### src/rtl/core/mwrfb_pkg.sv
// Shared types, constants and the CRC-16/MODBUS byte update for the frame builder.
`timescale 1ns / 1ps

package mwrfb_pkg;

  // Command codes carried on the input channel.
  typedef enum logic [1:0] {
    ACT_INIT = 2'd0,
    ACT_SET  = 2'd1,
    ACT_STOP = 2'd2,
    ACT_RUN  = 2'd3
  } action_t;

  // Configuration register indexes.
  typedef enum logic [1:0] {
    CFG_DEVICE_ADDRESS    = 2'd0,
    CFG_FREQUENCY_LIMIT   = 2'd1,
    CFG_CONTROL_REGISTER  = 2'd2,
    CFG_SETPOINT_REGISTER = 2'd3
  } cfg_index_t;

  // Byte positions inside one 8-byte frame.
  localparam logic [2:0] BYTE_DEV     = 3'd0;
  localparam logic [2:0] BYTE_FUNC    = 3'd1;
  localparam logic [2:0] BYTE_REG_HI  = 3'd2;
  localparam logic [2:0] BYTE_REG_LO  = 3'd3;
  localparam logic [2:0] BYTE_VAL_HI  = 3'd4;
  localparam logic [2:0] BYTE_VAL_LO  = 3'd5;
  localparam logic [2:0] BYTE_CRC_LO  = 3'd6;
  localparam logic [2:0] BYTE_CRC_HI  = 3'd7;

  localparam logic [7:0]  FUNC_WRITE_SINGLE = 8'h06;
  localparam logic [15:0] CRC_INIT          = 16'hFFFF;
  localparam logic [15:0] CRC_POLY          = 16'hA001;
  localparam logic [15:0] CW_INIT           = 16'h0006;
  localparam logic [15:0] CW_STOP           = 16'h0007;
  localparam logic [15:0] CW_RUN            = 16'h000F;

  localparam logic [7:0]  RST_DEVICE_ADDRESS    = 8'h0B;
  localparam logic [15:0] RST_FREQUENCY_LIMIT   = 16'd500;
  localparam logic [15:0] RST_CONTROL_REGISTER  = 16'h2135;
  localparam logic [15:0] RST_SETPOINT_REGISTER = 16'h2136;

  typedef struct packed {
    logic [7:0]  device_address;
    logic [15:0] frequency_limit;
    logic [15:0] control_register;
    logic [15:0] setpoint_register;
  } cfg_regs_t;

  typedef struct packed {
    action_t     action;
    logic [15:0] frequency;
  } cmd_t;

  // One byte of CRC-16/MODBUS, LSB first with the reflected polynomial.
  function automatic logic [15:0] crc_byte(input logic [15:0] crc_in, input logic [7:0] data);
    logic [15:0] c;
    c = crc_in ^ {8'h00, data};
    for (int b = 0; b < 8; b++) begin
      if (c[0]) begin
        c = (c >> 1) ^ CRC_POLY;
      end else begin
        c = c >> 1;
      end
    end
    return c;
  endfunction

endpackage

### src/rtl/core/mwrfb_frame_seq.sv
// Frame sequencer: walks one or two frames byte by byte and holds the output register.
`timescale 1ns / 1ps

module mwrfb_frame_seq (
  input  logic                  clk,
  input  logic                  rst_n,
  input  mwrfb_pkg::cfg_regs_t  cfg,
  input  logic                  cmd_valid,
  input  mwrfb_pkg::cmd_t       cmd,
  output logic                  cmd_take,
  output logic                  out_tvalid,
  input  logic                  out_tready,
  output logic [7:0]            out_tdata,
  output logic                  out_tlast
);

  logic        active_r, active_nxt;
  logic [2:0]  idx_r, idx_nxt;
  logic [15:0] crc_r, crc_nxt;
  logic [15:0] reg_addr_r, reg_addr_nxt;
  logic [15:0] value_r, value_nxt;
  logic [15:0] freq_r, freq_nxt;
  logic        more_r, more_nxt;
  logic        final_r, final_nxt;
  logic        out_valid_r, out_valid_nxt;
  logic [7:0]  out_byte_r, out_byte_nxt;
  logic        out_last_r, out_last_nxt;

  logic        push;
  logic        frame_end;
  logic [15:0] crc_cur;
  logic [7:0]  cur_byte;
  logic [15:0] clamped;

  assign push      = active_r && (!out_valid_r || out_tready);
  assign frame_end = push && (idx_r == mwrfb_pkg::BYTE_CRC_HI);
  assign cmd_take  = cmd_valid && (!active_r || (frame_end && !more_r));
  assign crc_cur   = (idx_r == mwrfb_pkg::BYTE_DEV) ? mwrfb_pkg::CRC_INIT : crc_r;
  assign clamped   = (cmd.frequency > cfg.frequency_limit) ? cfg.frequency_limit
                                                            : cmd.frequency;

  always_comb begin
    case (idx_r)
      mwrfb_pkg::BYTE_DEV:    cur_byte = cfg.device_address;
      mwrfb_pkg::BYTE_FUNC:   cur_byte = mwrfb_pkg::FUNC_WRITE_SINGLE;
      mwrfb_pkg::BYTE_REG_HI: cur_byte = reg_addr_r[15:8];
      mwrfb_pkg::BYTE_REG_LO: cur_byte = reg_addr_r[7:0];
      mwrfb_pkg::BYTE_VAL_HI: cur_byte = value_r[15:8];
      mwrfb_pkg::BYTE_VAL_LO: cur_byte = value_r[7:0];
      mwrfb_pkg::BYTE_CRC_LO: cur_byte = crc_r[7:0];
      default:                cur_byte = crc_r[15:8];
    endcase
  end

  always_comb begin
    active_nxt    = active_r;
    idx_nxt       = idx_r;
    crc_nxt       = crc_r;
    reg_addr_nxt  = reg_addr_r;
    value_nxt     = value_r;
    freq_nxt      = freq_r;
    more_nxt      = more_r;
    final_nxt     = final_r;
    out_valid_nxt = out_valid_r;
    out_byte_nxt  = out_byte_r;
    out_last_nxt  = out_last_r;

    if (out_tready) begin
      out_valid_nxt = 1'b0;
    end

    if (push) begin
      out_valid_nxt = 1'b1;
      out_byte_nxt  = cur_byte;
      out_last_nxt  = final_r && (idx_r == mwrfb_pkg::BYTE_CRC_HI);
      idx_nxt       = idx_r + 3'd1;
      // The CRC only covers the six header and value bytes.
      if (idx_r < mwrfb_pkg::BYTE_CRC_LO) begin
        crc_nxt = mwrfb_pkg::crc_byte(crc_cur, cur_byte);
      end
      if (frame_end) begin
        if (more_r) begin
          // Init: the setpoint frame follows the control-word frame.
          reg_addr_nxt = cfg.setpoint_register;
          value_nxt    = freq_r;
          more_nxt     = 1'b0;
          final_nxt    = 1'b1;
        end else begin
          active_nxt = 1'b0;
        end
      end
    end

    if (cmd_take) begin
      active_nxt = 1'b1;
      idx_nxt    = mwrfb_pkg::BYTE_DEV;
      freq_nxt   = clamped;
      unique case (cmd.action)
        mwrfb_pkg::ACT_INIT: begin
          reg_addr_nxt = cfg.control_register;
          value_nxt    = mwrfb_pkg::CW_INIT;
          more_nxt     = 1'b1;
          final_nxt    = 1'b0;
        end
        mwrfb_pkg::ACT_SET: begin
          reg_addr_nxt = cfg.setpoint_register;
          value_nxt    = clamped;
          more_nxt     = 1'b0;
          final_nxt    = 1'b1;
        end
        mwrfb_pkg::ACT_STOP: begin
          reg_addr_nxt = cfg.control_register;
          value_nxt    = mwrfb_pkg::CW_STOP;
          more_nxt     = 1'b0;
          final_nxt    = 1'b1;
        end
        default: begin
          reg_addr_nxt = cfg.control_register;
          value_nxt    = mwrfb_pkg::CW_RUN;
          more_nxt     = 1'b0;
          final_nxt    = 1'b1;
        end
      endcase
    end
  end

  always_ff @(posedge clk) begin
    if (!rst_n) begin
      active_r    <= 1'b0;
      out_valid_r <= 1'b0;
      idx_r       <= mwrfb_pkg::BYTE_DEV;
      more_r      <= 1'b0;
      final_r     <= 1'b0;
    end else begin
      active_r    <= active_nxt;
      out_valid_r <= out_valid_nxt;
      idx_r       <= idx_nxt;
      more_r      <= more_nxt;
      final_r     <= final_nxt;
    end
  end

  always_ff @(posedge clk) begin
    crc_r      <= crc_nxt;
    reg_addr_r <= reg_addr_nxt;
    value_r    <= value_nxt;
    freq_r     <= freq_nxt;
    out_byte_r <= out_byte_nxt;
    out_last_r <= out_last_nxt;
  end

  assign out_tvalid = out_valid_r;
  assign out_tdata  = out_byte_r;
  assign out_tlast  = out_last_r;

endmodule

### src/rtl/core/modbus_write_register_frame_builder.sv
// Top level of the Modbus RTU function-6 frame builder with its configuration registers.
`timescale 1ns / 1ps

// Channel  | Direction | Transfer carries
// ---------+-----------+-----------------------------------------------------------
// in_      | slave     | one command: action in tuser, frequency in tdata
// out_     | master    | one frame byte in tdata, tlast on the final byte of a command
// cfg_     | slave     | register index and write data, always ready
//
// Each command produces one 8-byte frame (init produces two, 16 bytes) at one byte
// per cycle while the output accepts, so a command holds the byte sequencer for its
// frames plus any stall on the output side. The CRC is built one byte per cycle as the
// header bytes leave, so the frame length sets the rate. A one-entry input register
// takes the next command while a frame is still going out. Reset (synchronous,
// active low) empties both registers and restores the configuration defaults.

module modbus_write_register_frame_builder (
  input  logic        clk,
  input  logic        rst_n,
  // Command input.
  input  logic        in_tvalid,
  output logic        in_tready,
  input  logic [15:0] in_tdata,   // [15:0] frequency
  input  logic [1:0]  in_tuser,   // [1:0] action
  // Frame byte output.
  output logic        out_tvalid,
  input  logic        out_tready,
  output logic [7:0]  out_tdata,  // [7:0] tx_byte
  output logic        out_tlast,
  // Configuration writes.
  input  logic        cfg_valid,
  output logic        cfg_ready,
  input  logic [1:0]  cfg_index,
  input  logic [15:0] cfg_data
);

  mwrfb_pkg::cfg_regs_t cfg_r, cfg_nxt;

  // Input holding register: one command waiting for the sequencer.
  logic            pend_valid_r, pend_valid_nxt;
  mwrfb_pkg::cmd_t pend_r, pend_nxt;
  logic            cmd_take;

  assign cfg_ready = 1'b1;
  assign in_tready = !pend_valid_r;

  always_comb begin
    cfg_nxt = cfg_r;
    if (cfg_valid) begin
      unique case (mwrfb_pkg::cfg_index_t'(cfg_index))
        mwrfb_pkg::CFG_DEVICE_ADDRESS:    cfg_nxt.device_address    = cfg_data[7:0];
        mwrfb_pkg::CFG_FREQUENCY_LIMIT:   cfg_nxt.frequency_limit   = cfg_data;
        mwrfb_pkg::CFG_CONTROL_REGISTER:  cfg_nxt.control_register  = cfg_data;
        default:                          cfg_nxt.setpoint_register = cfg_data;
      endcase
    end
  end

  always_comb begin
    pend_valid_nxt = pend_valid_r;
    pend_nxt       = pend_r;
    if (cmd_take) begin
      pend_valid_nxt = 1'b0;
    end
    if (in_tvalid && in_tready) begin
      pend_valid_nxt     = 1'b1;
      pend_nxt.action    = mwrfb_pkg::action_t'(in_tuser);
      pend_nxt.frequency = in_tdata;
    end
  end

  always_ff @(posedge clk) begin
    if (!rst_n) begin
      cfg_r.device_address    <= mwrfb_pkg::RST_DEVICE_ADDRESS;
      cfg_r.frequency_limit   <= mwrfb_pkg::RST_FREQUENCY_LIMIT;
      cfg_r.control_register  <= mwrfb_pkg::RST_CONTROL_REGISTER;
      cfg_r.setpoint_register <= mwrfb_pkg::RST_SETPOINT_REGISTER;
      pend_valid_r            <= 1'b0;
    end else begin
      cfg_r        <= cfg_nxt;
      pend_valid_r <= pend_valid_nxt;
    end
  end

  always_ff @(posedge clk) begin
    pend_r <= pend_nxt;
  end

  mwrfb_frame_seq u_frame_seq (
    .clk        (clk),
    .rst_n      (rst_n),
    .cfg        (cfg_r),
    .cmd_valid  (pend_valid_r),
    .cmd        (pend_r),
    .cmd_take   (cmd_take),
    .out_tvalid (out_tvalid),
    .out_tready (out_tready),
    .out_tdata  (out_tdata),
    .out_tlast  (out_tlast)
  );

endmodule
### config.mk
export PLATFORM = sky130hd
export DESIGN_NAME = modbus_write_register_frame_builder
export DESIGN_NICKNAME = d
export VERILOG_FILES = /design/src/rtl/core/mwrfb_pkg.sv /design/src/rtl/core/mwrfb_frame_seq.sv /design/src/rtl/core/modbus_write_register_frame_builder.sv
export SDC_FILE = /design/constraint.sdc
export NUM_CORES = 1
export LEC_CHECK = 0
export ABC_AREA = 0
export BUFFER_PORTS_ARGS = -buffer_cell sky130_fd_sc_hd__buf_2
export CELL_PAD_IN_SITES_DETAIL_PLACEMENT = 1
export CELL_PAD_IN_SITES_GLOBAL_PLACEMENT = 1
export CORE_UTILIZATION = 49
export CTS_CLUSTER_SIZE = 25
export DETAILED_ROUTE_END_ITERATION = 8
export PLACE_DENSITY_LB_ADDON = 0.3
export SETUP_SLACK_MARGIN = 0.4
export SLEW_MARGIN = 20
export SYNTH_ARGS = -nofsm -noshare
export SYNTH_HDL_FRONTEND = slang
export SYNTH_HIERARCHICAL = 1
export SYNTH_SLANG_ARGS = --single-unit
### constraint.sdc
create_clock -name clk -period 3.8 [get_ports clk]
set_input_delay 0.38 -clock clk [delete_from_list [all_inputs] [get_ports clk]]
set_output_delay 0.38 -clock clk [all_outputs]
set_load 0.02 [all_outputs]
==> impl_metrics.csv <==
group,metric,value,unit
route,route.detailed.wl_per_inst,21.5,um
synth,synth-async-reset-ratio,0,%
route,number_of_optimization_iterations_in_the_first_detailed_route_pass,6,
worst_hold_path,holdCritPathClass,"primary input to register",
worst_hold_path,worst_hold_path.num_cells,1,
timing,rsz0062_at_grt,"no",
floorplan,std_cell_rows,45,
power_and_ir_drop,total_leakage_power,3.40,nW
route,overall_via_count_from_detail_route,5137,
floorplan,core_region_area,15100,um^2
synth,synth_cell_type_count,66,
run_status,outcome,"complete, no violations",
timing,timing.clock.skew,0.00892,ns
route,postRouteAntennaNets,0,
synth,synth_warnings,6,
synth,ys_seq_area_share,53.1,%
clock_network,postCtsSetupBuffers,0,
placed_design,place.port_buffers,51,
synth,synthesis.nets,703,
critical_path,crit_path_frequent_cell,"xnor2_1",
clock_network,cts_htree_levels,4,
critical_path,critPathArrivalTime,3.38,ns
floorplan,fp.dieArea,15900,um^2
global_routing,first_global_vias,5534,
global_routing,initial_antenna_violation_count,0,
timing,max-slew-margin-rel,29.6,%
finish,antenna_cells_inserted,0,
critical_path,cp_launch_type,"register",
power_and_ir_drop,cellPowerDensity,546,nW/um^2
job,drv_cap,0,
timing,setup_viol_count_final,0,
synth,syn-cell-area,7560,um^2
finish,finalNetCount,747,
clock_network,numClockSinks,155,
finish,area_growth,14.0,%
critical_path,critPathMaxFanout,14,
timing,final_critical_path_required_period,3.20,ns
clock_network,tritoncts,"done",
timing,slew_violations,0,
critical_path,reg2regPathDepth,9,
clock_network,cts.reportedPaths.clkPinSlew,0.06,ns
synth,syn_area_per_cell,11.8,um^2
timing,worstMarginPinSlew,1.06,ns
global_routing,wire_length_of_the_first_global_routing_pass,30200,um
global_routing,grt_start_max_net_pins,62,
timing,timing.fmax,0.312,GHz
finish,final_common_cell,"edfxtp_1",
floorplan,floorplan.die.width,126,um
clock_network,clk_latency,0.43,ns
clock_network,tritoncts.num_buffers,17,
route,drc,0,
floorplan,start_util,49.9,%
clock_network,clk_root_buffer_cell,"clkbuf_16",
synth,synth_enable_flop_cells,91,
finish,layout.cells.most_common_list,"91 x edfxtp_1, 81 x nand2_1, 64 x dfxtp_1",
synth,netlist_top_cells_area,"edfxtp_1 36%, dfxtp_1 17%, mux2i_1 7.4%",
synth,synthCells,640,
critical_path,worst-endpoint-required,3.97,ns
timing,finalHoldViolations,0,
timing,setup_tns,0,ns
critical_path,timing.setup.critical_path_class,"register to register",
synth,synth.top_cell.area_share,36.1,%
placed_design,post-place-ws,0.491,ns
route,via_per_inst,5.80,
route,dr.first_iter.drc_count,412,
floorplan,design.portCount,53,
critical_path,critical-path-max-stage-delay,0.69,ns
clock_network,hold_buffers,0,
synth,yosys_register_bits,155,
global_routing,globalRoute.totalOverflow,0,
clock_network,cts_buffer_depth,2,
synth,synthDominantAreaCellType,"edfxtp_1",
timing,post-route-period-util,84.3,%
route,drt-total-wl,19100,um
timing,post-route-worst-setup-slack,0.595,ns
critical_path,cpMaxStageDelayCell,"or4_4",
clock_network,post_cts_resize_count,0,
global_routing,grt_util_all_layers,25.5,%
placed_design,gp_routability_congestion,0.828,
placed_design,hpwl_after_dpl,13400,um
critical_path,worstPathCellList,"inv_1 > ha_2 > or4_4 > nor2_1 > a21oi_4 > xnor2_1 > xnor3_2 > xor2_2 > xnor2_1",
critical_path,critical_path.endpoint_type,"register",
power_and_ir_drop,worst_ir_drop_vdd,348,uV
floorplan,die_h,126,um
finish,fraction_of_layout_cells_with_a_size_suffix_above_1,20.4,%
synth,synth_ff_type,"edfxtp_1",
## final timing paths
check / startpoint / endpoint / slack, ns
max: u_frame_seq/idx_r[0] / u_frame_seq/crc_r[0] / 0.60
min: in_tuser[0] / pend_r[16] / 0.13
max reg2reg: u_frame_seq/idx_r[0] / u_frame_seq/crc_r[0] / 0.60
min reg2reg: cfg_r[7] / cfg_r[7] / 0.46
## routing by layer
| metal | vias to the layer above | GRT usage, % | wire, um |
|---|---|---|---|
| met4 | 0 | 9.28 | 430 |
| met5 | - | 0 | 0 |
| met3 | 32 | 5.06 | 708 |
| met2 | 144 | 44.5 | 9780 |
| li1 | 2379 | - | - |
| met1 | 2582 | 31.3 | 8150 |
## critical path, delay by kind of cell (launching register included)
kind            cells  cell delay, ns
xor+xnor            4            1.15
compound gates      1            0.06
simple gates        2            0.91
flops               1            0.41
fa+ha+maj           1            0.30
buf+inv             1            0.10
## where the power goes
group          leakage, nW  switching, mW  internal [mW]
combinational         1.71          0.413          0.334
clock                0.332          0.669           1.25
sequential            1.36         0.0786           1.96
total                 3.40           1.16           3.55
## metrics by stage
stage / util, % / hold WS, ns / power [mW] / area [um^2] / instances
finish: 56.9 / 0.132 / 4.71 / 8620 / 885
global route: 56.9 / 0.109 / 4.88 / 8620 / 885
CTS: 56.9 / 0.113 / 4.74 / 8620 / 885
detailed placement: 52.4 / 0.454 / 2.82 / 7930 / 853
global placement: 52.4 / 0.441 / 2.77 / 7930 / 853
floorplan: - / 0.431 / 2.61 / 7560 / 640
## final cells by class
type | instances | area, um^2
clock buffer | 24 | 536
clock inverter | 8 | 150
fill | 1572 | 6520
inverter | 26 | 97.6
multi-input combinational | 419 | 3230
sequential | 155 | 4010
tap | 188 | 235
timing repair buffer | 65 | 360
## cell families (layout without fill, tap and decap cells)
family	count (synthesis)	after routing	synth area share, %
AOI/OAI and AO/OA	83	83	9.40
xor gates and xnor gates	32	32	4.47
adders and majority gates	22	22	3.64
buffers and inverters	66	123	4.32
DFF	155	155	53.1
muxes	93	93	12.9
other	1	1	0.0496
and+or+nand+nor	188	188	12.1
## registers in the layout, indices dropped and copies added, names as in the netlist, 3 cells and up
signal                  flops
u_frame_seq/freq_r         16
u_frame_seq/crc_r          16
u_frame_seq/value_r        16
pend_r                     18
cfg_r                      56
u_frame_seq/out_tdata       8
u_frame_seq/reg_addr_r     16
u_frame_seq/idx_r           3
## synthesized netlist by cell type, drive strengths merged, types with 3 or more instances
library cell and count:
nand2b 5, xnor3 3, and3 3, o21ai 5, o211ai 3, nand4b 3
a21oi 18, mux2 37, inv 26, clkbuf 17, a221o 13, nand3 6
xnor2 24, a22oi 4, nor2b 30, nand2 81, a22o 5, nor2 35
and2 4, ha 22, a221oi 6, mux2i 56, nand4 3, edfxtp 91
xor2 5, a21boi 3, dfxtp 64, or2 6, buf 23, a222oi 3
a31oi 6
No activity file was read; power rests on OpenSTA's default activity.
